==> src/rtl/dmsl_pkg.sv <==
// Shared types, widths and helper functions for the damped motion step block.
// No dependencies; used by every other file of the block.
package dmsl_pkg;

  localparam int VW        = 32;
  localparam int TW        = 8;
  localparam int RW        = VW - 1;
  localparam int FDW       = RW + TW;
  localparam int PW        = VW + TW;
  localparam int SW        = VW + TW + 2;
  localparam int CW        = $clog2(VW);
  localparam int POS_SHIFT = 8;

  typedef logic signed [VW-1:0] vec_t;

  typedef enum logic [4:0] {
    CMD_NONE,
    CMD_LATCH,
    CMD_MUL_AX,
    CMD_ADD_VX,
    CMD_MUL_AY,
    CMD_ADD_VY,
    CMD_MUL_FD,
    CMD_SAVE_FD,
    CMD_SQ_X,
    CMD_SQ_Y,
    CMD_NORM,
    CMD_LIM_SQ,
    CMD_STOP,
    CMD_SET_CAP,
    CMD_SQRT_GO,
    CMD_SAVE_M,
    CMD_DMUL_X,
    CMD_DMUL_Y,
    CMD_DIV_GO,
    CMD_WR_X,
    CMD_WR_Y,
    CMD_MUL_PX,
    CMD_ADD_PX,
    CMD_MUL_PY,
    CMD_ADD_PY,
    CMD_RESULT
  } cmd_e;

  typedef enum logic [1:0] {
    PH_FRIC,
    PH_SPEED,
    PH_ACCEL
  } phase_e;

  typedef enum logic {
    IT_SQRT,
    IT_DIV
  } iter_mode_e;

  typedef enum logic [1:0] {
    REG_MAX_SPEED,
    REG_MAX_ACCEL,
    REG_FRICTION
  } reg_idx_e;

  typedef struct packed {
    cmd_e   op;
    phase_e phase;
  } dp_cmd_t;

  typedef struct packed {
    logic gt;
    logic fd_hi;
    logic iter_done;
  } dp_stat_t;

  function automatic logic [VW-1:0] mag(input vec_t v);
    logic [VW-1:0] u;
    u = v;
    return v[VW-1] ? VW'(~u + 1'b1) : u;
  endfunction

  function automatic vec_t with_sign(input logic neg, input logic [VW-1:0] m);
    return neg ? vec_t'(~m + 1'b1) : vec_t'(m);
  endfunction

  function automatic vec_t sat(input logic signed [SW-1:0] s);
    logic all1;
    logic all0;
    all1 = &s[SW-1:VW-1];
    all0 = ~(|s[SW-1:VW-1]);
    if (all1 || all0) begin
      return vec_t'(s[VW-1:0]);
    end else if (s[SW-1]) begin
      return vec_t'({1'b1, {(VW-1){1'b0}}});
    end
    return vec_t'({1'b0, {(VW-1){1'b1}}});
  endfunction

endpackage

==> src/rtl/dmsl_ctrl.sv <==
// Sequencer: walks one step item through velocity update, friction, both clamps
// and position update, issuing one datapath command per cycle. Depends on dmsl_pkg.
module dmsl_ctrl (
  input  logic                clk_i,
  input  logic                rst_ni,
  input  logic                in_valid_i,
  input  logic                req_type_i,
  output logic                in_ready_o,
  output logic                out_valid_o,
  input  logic                out_ready_i,
  input  dmsl_pkg::dp_stat_t  stat_i,
  output dmsl_pkg::dp_cmd_t   cmd_o
);

  typedef enum logic [4:0] {
    ST_IDLE, ST_MAX, ST_AVX, ST_MAY, ST_AVY, ST_MFD, ST_SFD,
    ST_SQX, ST_SQY, ST_NORM, ST_LIMSQ, ST_TEST, ST_SQRT, ST_SQW, ST_SAVEM,
    ST_MULX, ST_DIVX, ST_DXW, ST_WRX, ST_MULY, ST_DIVY, ST_DYW, ST_WRY,
    ST_MPX, ST_APX, ST_MPY, ST_APY, ST_DONE
  } state_e;

  state_e           state_q;
  dmsl_pkg::phase_e phase_q;
  logic             out_valid_q;
  logic             accept;
  logic             can_out;
  logic             go;

  assign in_ready_o = (state_q == ST_IDLE);
  assign accept     = in_valid_i && in_ready_o;
  assign can_out    = !out_valid_q || out_ready_i;
  assign go         = (phase_q == dmsl_pkg::PH_FRIC) ? (!stat_i.fd_hi && stat_i.gt) : stat_i.gt;

  always_comb begin
    cmd_o.phase = phase_q;
    unique case (state_q)
      ST_IDLE:  cmd_o.op = accept ? dmsl_pkg::CMD_LATCH : dmsl_pkg::CMD_NONE;
      ST_MAX:   cmd_o.op = dmsl_pkg::CMD_MUL_AX;
      ST_AVX:   cmd_o.op = dmsl_pkg::CMD_ADD_VX;
      ST_MAY:   cmd_o.op = dmsl_pkg::CMD_MUL_AY;
      ST_AVY:   cmd_o.op = dmsl_pkg::CMD_ADD_VY;
      ST_MFD:   cmd_o.op = dmsl_pkg::CMD_MUL_FD;
      ST_SFD:   cmd_o.op = dmsl_pkg::CMD_SAVE_FD;
      ST_SQX:   cmd_o.op = dmsl_pkg::CMD_SQ_X;
      ST_SQY:   cmd_o.op = dmsl_pkg::CMD_SQ_Y;
      ST_NORM:  cmd_o.op = dmsl_pkg::CMD_NORM;
      ST_LIMSQ: cmd_o.op = dmsl_pkg::CMD_LIM_SQ;
      ST_TEST: begin
        if (phase_q == dmsl_pkg::PH_FRIC) begin
          cmd_o.op = go ? dmsl_pkg::CMD_NONE : dmsl_pkg::CMD_STOP;
        end else if (phase_q == dmsl_pkg::PH_SPEED) begin
          cmd_o.op = go ? dmsl_pkg::CMD_SET_CAP : dmsl_pkg::CMD_NONE;
        end else begin
          cmd_o.op = dmsl_pkg::CMD_NONE;
        end
      end
      ST_SQRT:  cmd_o.op = dmsl_pkg::CMD_SQRT_GO;
      ST_SAVEM: cmd_o.op = dmsl_pkg::CMD_SAVE_M;
      ST_MULX:  cmd_o.op = dmsl_pkg::CMD_DMUL_X;
      ST_DIVX:  cmd_o.op = dmsl_pkg::CMD_DIV_GO;
      ST_WRX:   cmd_o.op = dmsl_pkg::CMD_WR_X;
      ST_MULY:  cmd_o.op = dmsl_pkg::CMD_DMUL_Y;
      ST_DIVY:  cmd_o.op = dmsl_pkg::CMD_DIV_GO;
      ST_WRY:   cmd_o.op = dmsl_pkg::CMD_WR_Y;
      ST_MPX:   cmd_o.op = dmsl_pkg::CMD_MUL_PX;
      ST_APX:   cmd_o.op = dmsl_pkg::CMD_ADD_PX;
      ST_MPY:   cmd_o.op = dmsl_pkg::CMD_MUL_PY;
      ST_APY:   cmd_o.op = dmsl_pkg::CMD_ADD_PY;
      ST_DONE:  cmd_o.op = can_out ? dmsl_pkg::CMD_RESULT : dmsl_pkg::CMD_NONE;
      default:  cmd_o.op = dmsl_pkg::CMD_NONE;
    endcase
  end

  always_ff @(posedge clk_i or negedge rst_ni) begin
    if (!rst_ni) begin
      state_q     <= ST_IDLE;
      phase_q     <= dmsl_pkg::PH_FRIC;
      out_valid_q <= 1'b0;
    end else begin
      if (out_ready_i) begin
        out_valid_q <= 1'b0;
      end
      unique case (state_q)
        ST_IDLE: begin
          if (accept) begin
            phase_q <= dmsl_pkg::PH_FRIC;
            state_q <= req_type_i ? ST_DONE : ST_MAX;
          end
        end
        ST_MAX:   state_q <= ST_AVX;
        ST_AVX:   state_q <= ST_MAY;
        ST_MAY:   state_q <= ST_AVY;
        ST_AVY:   state_q <= ST_MFD;
        ST_MFD:   state_q <= ST_SFD;
        ST_SFD:   state_q <= ST_SQX;
        ST_SQX:   state_q <= ST_SQY;
        ST_SQY:   state_q <= ST_NORM;
        ST_NORM:  state_q <= ST_LIMSQ;
        ST_LIMSQ: state_q <= ST_TEST;
        ST_TEST, ST_WRY: begin
          if (state_q == ST_TEST && go) begin
            state_q <= ST_SQRT;
          end else if (phase_q == dmsl_pkg::PH_FRIC) begin
            phase_q <= dmsl_pkg::PH_SPEED;
            state_q <= ST_SQX;
          end else if (phase_q == dmsl_pkg::PH_SPEED) begin
            phase_q <= dmsl_pkg::PH_ACCEL;
            state_q <= ST_SQX;
          end else begin
            state_q <= ST_MPX;
          end
        end
        ST_SQRT:  state_q <= ST_SQW;
        ST_SQW:   if (stat_i.iter_done) state_q <= ST_SAVEM;
        ST_SAVEM: state_q <= ST_MULX;
        ST_MULX:  state_q <= ST_DIVX;
        ST_DIVX:  state_q <= ST_DXW;
        ST_DXW:   if (stat_i.iter_done) state_q <= ST_WRX;
        ST_WRX:   state_q <= ST_MULY;
        ST_MULY:  state_q <= ST_DIVY;
        ST_DIVY:  state_q <= ST_DYW;
        ST_DYW:   if (stat_i.iter_done) state_q <= ST_WRY;
        ST_MPX:   state_q <= ST_APX;
        ST_APX:   state_q <= ST_MPY;
        ST_MPY:   state_q <= ST_APY;
        ST_APY:   state_q <= ST_DONE;
        ST_DONE: begin
          if (can_out) begin
            out_valid_q <= 1'b1;
            state_q     <= ST_IDLE;
          end
        end
        default:  state_q <= ST_IDLE;
      endcase
    end
  end

  assign out_valid_o = out_valid_q;

endmodule

==> config.mk <==
export PLATFORM = sky130hd
export DESIGN_NAME = dmsl_ctrl
export DESIGN_NICKNAME = d
export VERILOG_FILES = /design/src/rtl/dmsl_pkg.sv /design/src/rtl/dmsl_ctrl.sv
export SDC_FILE = /design/constraint.sdc
export NUM_CORES = 1
export LEC_CHECK = 0
export BUFFER_PORTS_ARGS = -buffer_cell sky130_fd_sc_hd__buf_2
export CAP_MARGIN = 30
export CORE_MARGIN = 10
export CORE_UTILIZATION = 55
export CTS_CLUSTER_SIZE = 25
export DETAILED_ROUTE_END_ITERATION = 8
export PLACE_DENSITY = 0.79
export SLEW_MARGIN = 25
export SYNTH_ARGS = -nofsm -noshare
export SYNTH_HDL_FRONTEND = slang
export SYNTH_SLANG_ARGS = --single-unit
==> constraint.sdc <==
create_clock -name clk_i -period 2.25 [get_ports clk_i]
set_input_delay 0.5625 -clock clk_i [delete_from_list [all_inputs] [get_ports clk_i]]
set_output_delay 0.5625 -clock clk_i [all_outputs]
set_load 0.02 [all_outputs]
==> flow_summary.ini <==
[global_routing]
grtUsageTotal_pct = 15.6
gr-usage-met1_pct = 19.7
top_usage_layer = met2
use_met3_pct = 3.46
antenna_found_initial = 0
grt_pass1_vias = 996
met2_usage_pct = 25.3
grt_overflow = 0
grt_pass1_wl_mm = 4.57
grt_max_degree = 24

[power]
power_mw = 1.96
sequentialPowerShare_pct = 14.8
p_leak_nw = 0.514
internal_power_uw = 961
clock_power_share_pct = 6.3
powerDensity_nw_per_um2 = 1610
switching_power_uw = 998
comb_power_share_pct = 78.9
ir_worst_vdd_mv = 0.847
switching_share_pct = 50.9

[floorplanning]
die_x_um = 61.8
fp.dieH_um = 61.8
initial_core_util_pct = 56.9
core_um2 = 1690
fp-row-count = 15
die_area_um2 = 3820
ios = 17

[clocking]
cts_tree = built
cts_made_buffers = 3
max-clock-path-buffers = 2
cts_max_level = 1
hold_buffers = 0
clk_latency_ns = 0.28
cts-root-buf = clkbuf_4
clk_pin_slew_ns = 0.06
cts_sinks = 8

[drt]
first_iter_violations = 57
via_count = 1055
wirelength_mm = 2.79
drc = 0
vias_per_cell = 6.36
ant_nets = 0
routedWlPerCell_um = 16.8
firstDrtPassIters = 4

[synth]
ys_seq_elements = 8
syn_inst = 127
ys_types = 42
synth_nets = 135
ys_seq_area_share_pct = 20.8
syn_avg_cell_area_um2 = 7.57
ys_async_sr_fraction_pct = 100
netlist_area_um2 = 961
synth_flop_cell = dfrtp_1
ys_warn_count = 0
synth_edf_count = 0

[timing]
maxSlewHeadroom_pct = 71.1
clock.fmax_mhz = 428
finalCriticalPeriod_ns = 2.34
rsz0062_at_grt = true
timing.final.crit_share_pct = 104
setup_viol_count_final = 2
finalClockSkew_ns = 0.00290
final_max_slew_viol_count = 0
finalHoldViolations = 0
timing.final.ws_setup_ns = -0.0870
tns_ns = -0.131
tightest_slew_ns = 0.431

[layout]
final_nets = 159
fin_area_um2 = 1210
n_antenna_cell = 0
final_cells = 166
area.growth.synth_to_final_pct = 26.3
drive_gt1_share_pct = 37.6

[worst_setup_path]
startpoint_type = register
worstReg2RegEnd = state_q[3]$_DFFE_PN0P_
path_class = reg2out
worstPathRequired_ns = 1.69
rrSetupSlack_ns = 0.40
cp_max_fo = 3
cp.arrival_ns = 1.77
worst_setup_path_end_kind = output pin
rr_worst_depth = 6
reg2reg_from = state_q[4]$_DFFE_PN0P_

[placement]
pre_cts_slack_ns = 0.172
place_hpwl_mm = 2.08
gp_congestion = 0.908
dp.cells = 161
io_buffer_count = 16
placed_area_um2 = 1100

[outcome]
violations = setup timing
outcome = finished with violations

[worst_hold_path]
hold_path_class = in2async

[run]
drv_cap = 0
synthesized netlist by cell type, types with 2 or more instances:
cell,number,area [um2]
a21o_1,2,15.0
a21oi_1,13,65.1
a31oi_1,3,18.8
and2_1,2,12.5
and4bb_2,2,25.0
buf_2,6,30.0
buf_6,2,22.5
dfrtp_1,8,200
inv_1,3,11.3
nand2_1,8,30.0
nand2b_1,6,37.5
nand3_1,3,15.0
nand3b_1,3,22.5
nor2_1,15,56.3
nor2b_1,4,25.0
nor3_1,4,20.0
o21a_1,2,15.0
o21ai_0,7,35.0
o21ai_1,4,20.0
o21ai_2,3,26.3
o221ai_1,2,17.5
o32a_1,2,20.0
o32ai_1,2,17.5
or2b_1,2,15.0
or4_4,2,22.5
cell usage in the layout (no fill, tap or decap), types with 2 or more instances in the layout:
cell type and instances:
a21o_1 2, a21oi_1 13, a31oi_1 2, and2_1 2, and4bb_2 2, buf_2 11, buf_4 14, buf_6 3
clkbuf_4 3, dfrtp_1 8, inv_1 3, nand2_1 7, nand2b_1 5, nand3_1 2, nand3b_1 3, nor2_1 11
nor2_2 3, nor2b_1 3, nor3_1 4, nor3_4 2, o21a_1 2, o21ai_0 5, o21ai_1 6, o21ai_2 3
o221ai_1 2, o32a_1 2, or2b_1 2, or4_4 2
sequential cells by signal, indices dropped and copies added (netlist names):
register,flops
phase_q,2
state_q,5
out_valid_o,1
cells by family (layout without fill, tap and decap cells):
logic type,after synthesis,count (layout),share of synthesized area (%)
buf+inv,13,35,7.42
xor+xnor,1,1,0.912
mux,1,1,1.04
compound gates,47,47,32.8
flops,8,8,20.8
simple gates,57,57,37.0
metal layers:
| layer | wire length, um | share of wire, % | vias up |
|---|---|---|---|
| met5 | 0 | 0 | - |
| met4 | 42 | 1.5 | 0 |
| met3 | 194 | 6.9 | 4 |
| met1 | 1220 | 44 | 491 |
| li1 | - | - | 511 |
| met2 | 1330 | 48 | 49 |
power groups by stage:
stage / Sequential (mW) / Combinational [mW] / Clock (mW)
after floorplan: 0.290 / 0.990 / 0
after global placement: 0.279 / 1.34 / 0
after detailed placement: 0.285 / 1.37 / 0
after CTS: 0.286 / 1.44 / 0.124
after global routing: 0.297 / 1.68 / 0.126
final: 0.290 / 1.55 / 0.123
cell type report:
class                      count  area (um2)
clock buffer                   3        22.5
inverter                       3        11.3
tap                           17        21.3
sequential                     8         200
multi-input combinational    106         744
timing repair buffer          29         214
fill                         133         475
critical path: stages (launching register included):
cell and delay, ns:
dfrtp_1 0.40, or4_4 0.56, nor2_4 0.10, a31oi_2 0.04
o32a_1 0.16, o21ai_1 0.08, buf_4 0.16
stage by stage:
stage / hold WS [ns] / util [%]
CTS: 0.122 / 68.1
detailed placement: 0.415 / 65.0
global route: 0.133 / 71.9
global placement: 0.409 / 65.0
finish: 0.116 / 71.9
floorplan: 0.267 / -
worst max path at each step:
stage                           start       end  slack, ns  cells past startpoint
5_1_grt        state_q[4]$_DFFE_PN0P_  cmd_o[2]      -0.14                      6
3_5_place_dp   state_q[4]$_DFFE_PN0P_  cmd_o[2]       0.17                      6
6_report       state_q[4]$_DFFE_PN0P_  cmd_o[2]      -0.09                      6
3_3_place_gp   state_q[4]$_DFFE_PN0P_  cmd_o[2]       0.22                      6
4_1_cts        state_q[2]$_DFFE_PN0P_  cmd_o[2]       -0.1                      6
2_1_floorplan  state_q[4]$_DFFE_PN0P_  cmd_o[2]       0.14                      5
timing repair:
item	4_1_cts	5_1_grt
gates resized for setup	7	16
buffers inserted	1	1
gates cloned	0	0
pin swaps	3	4
setup endpoints to repair	5	6
(Power assumes the default switching activity.)
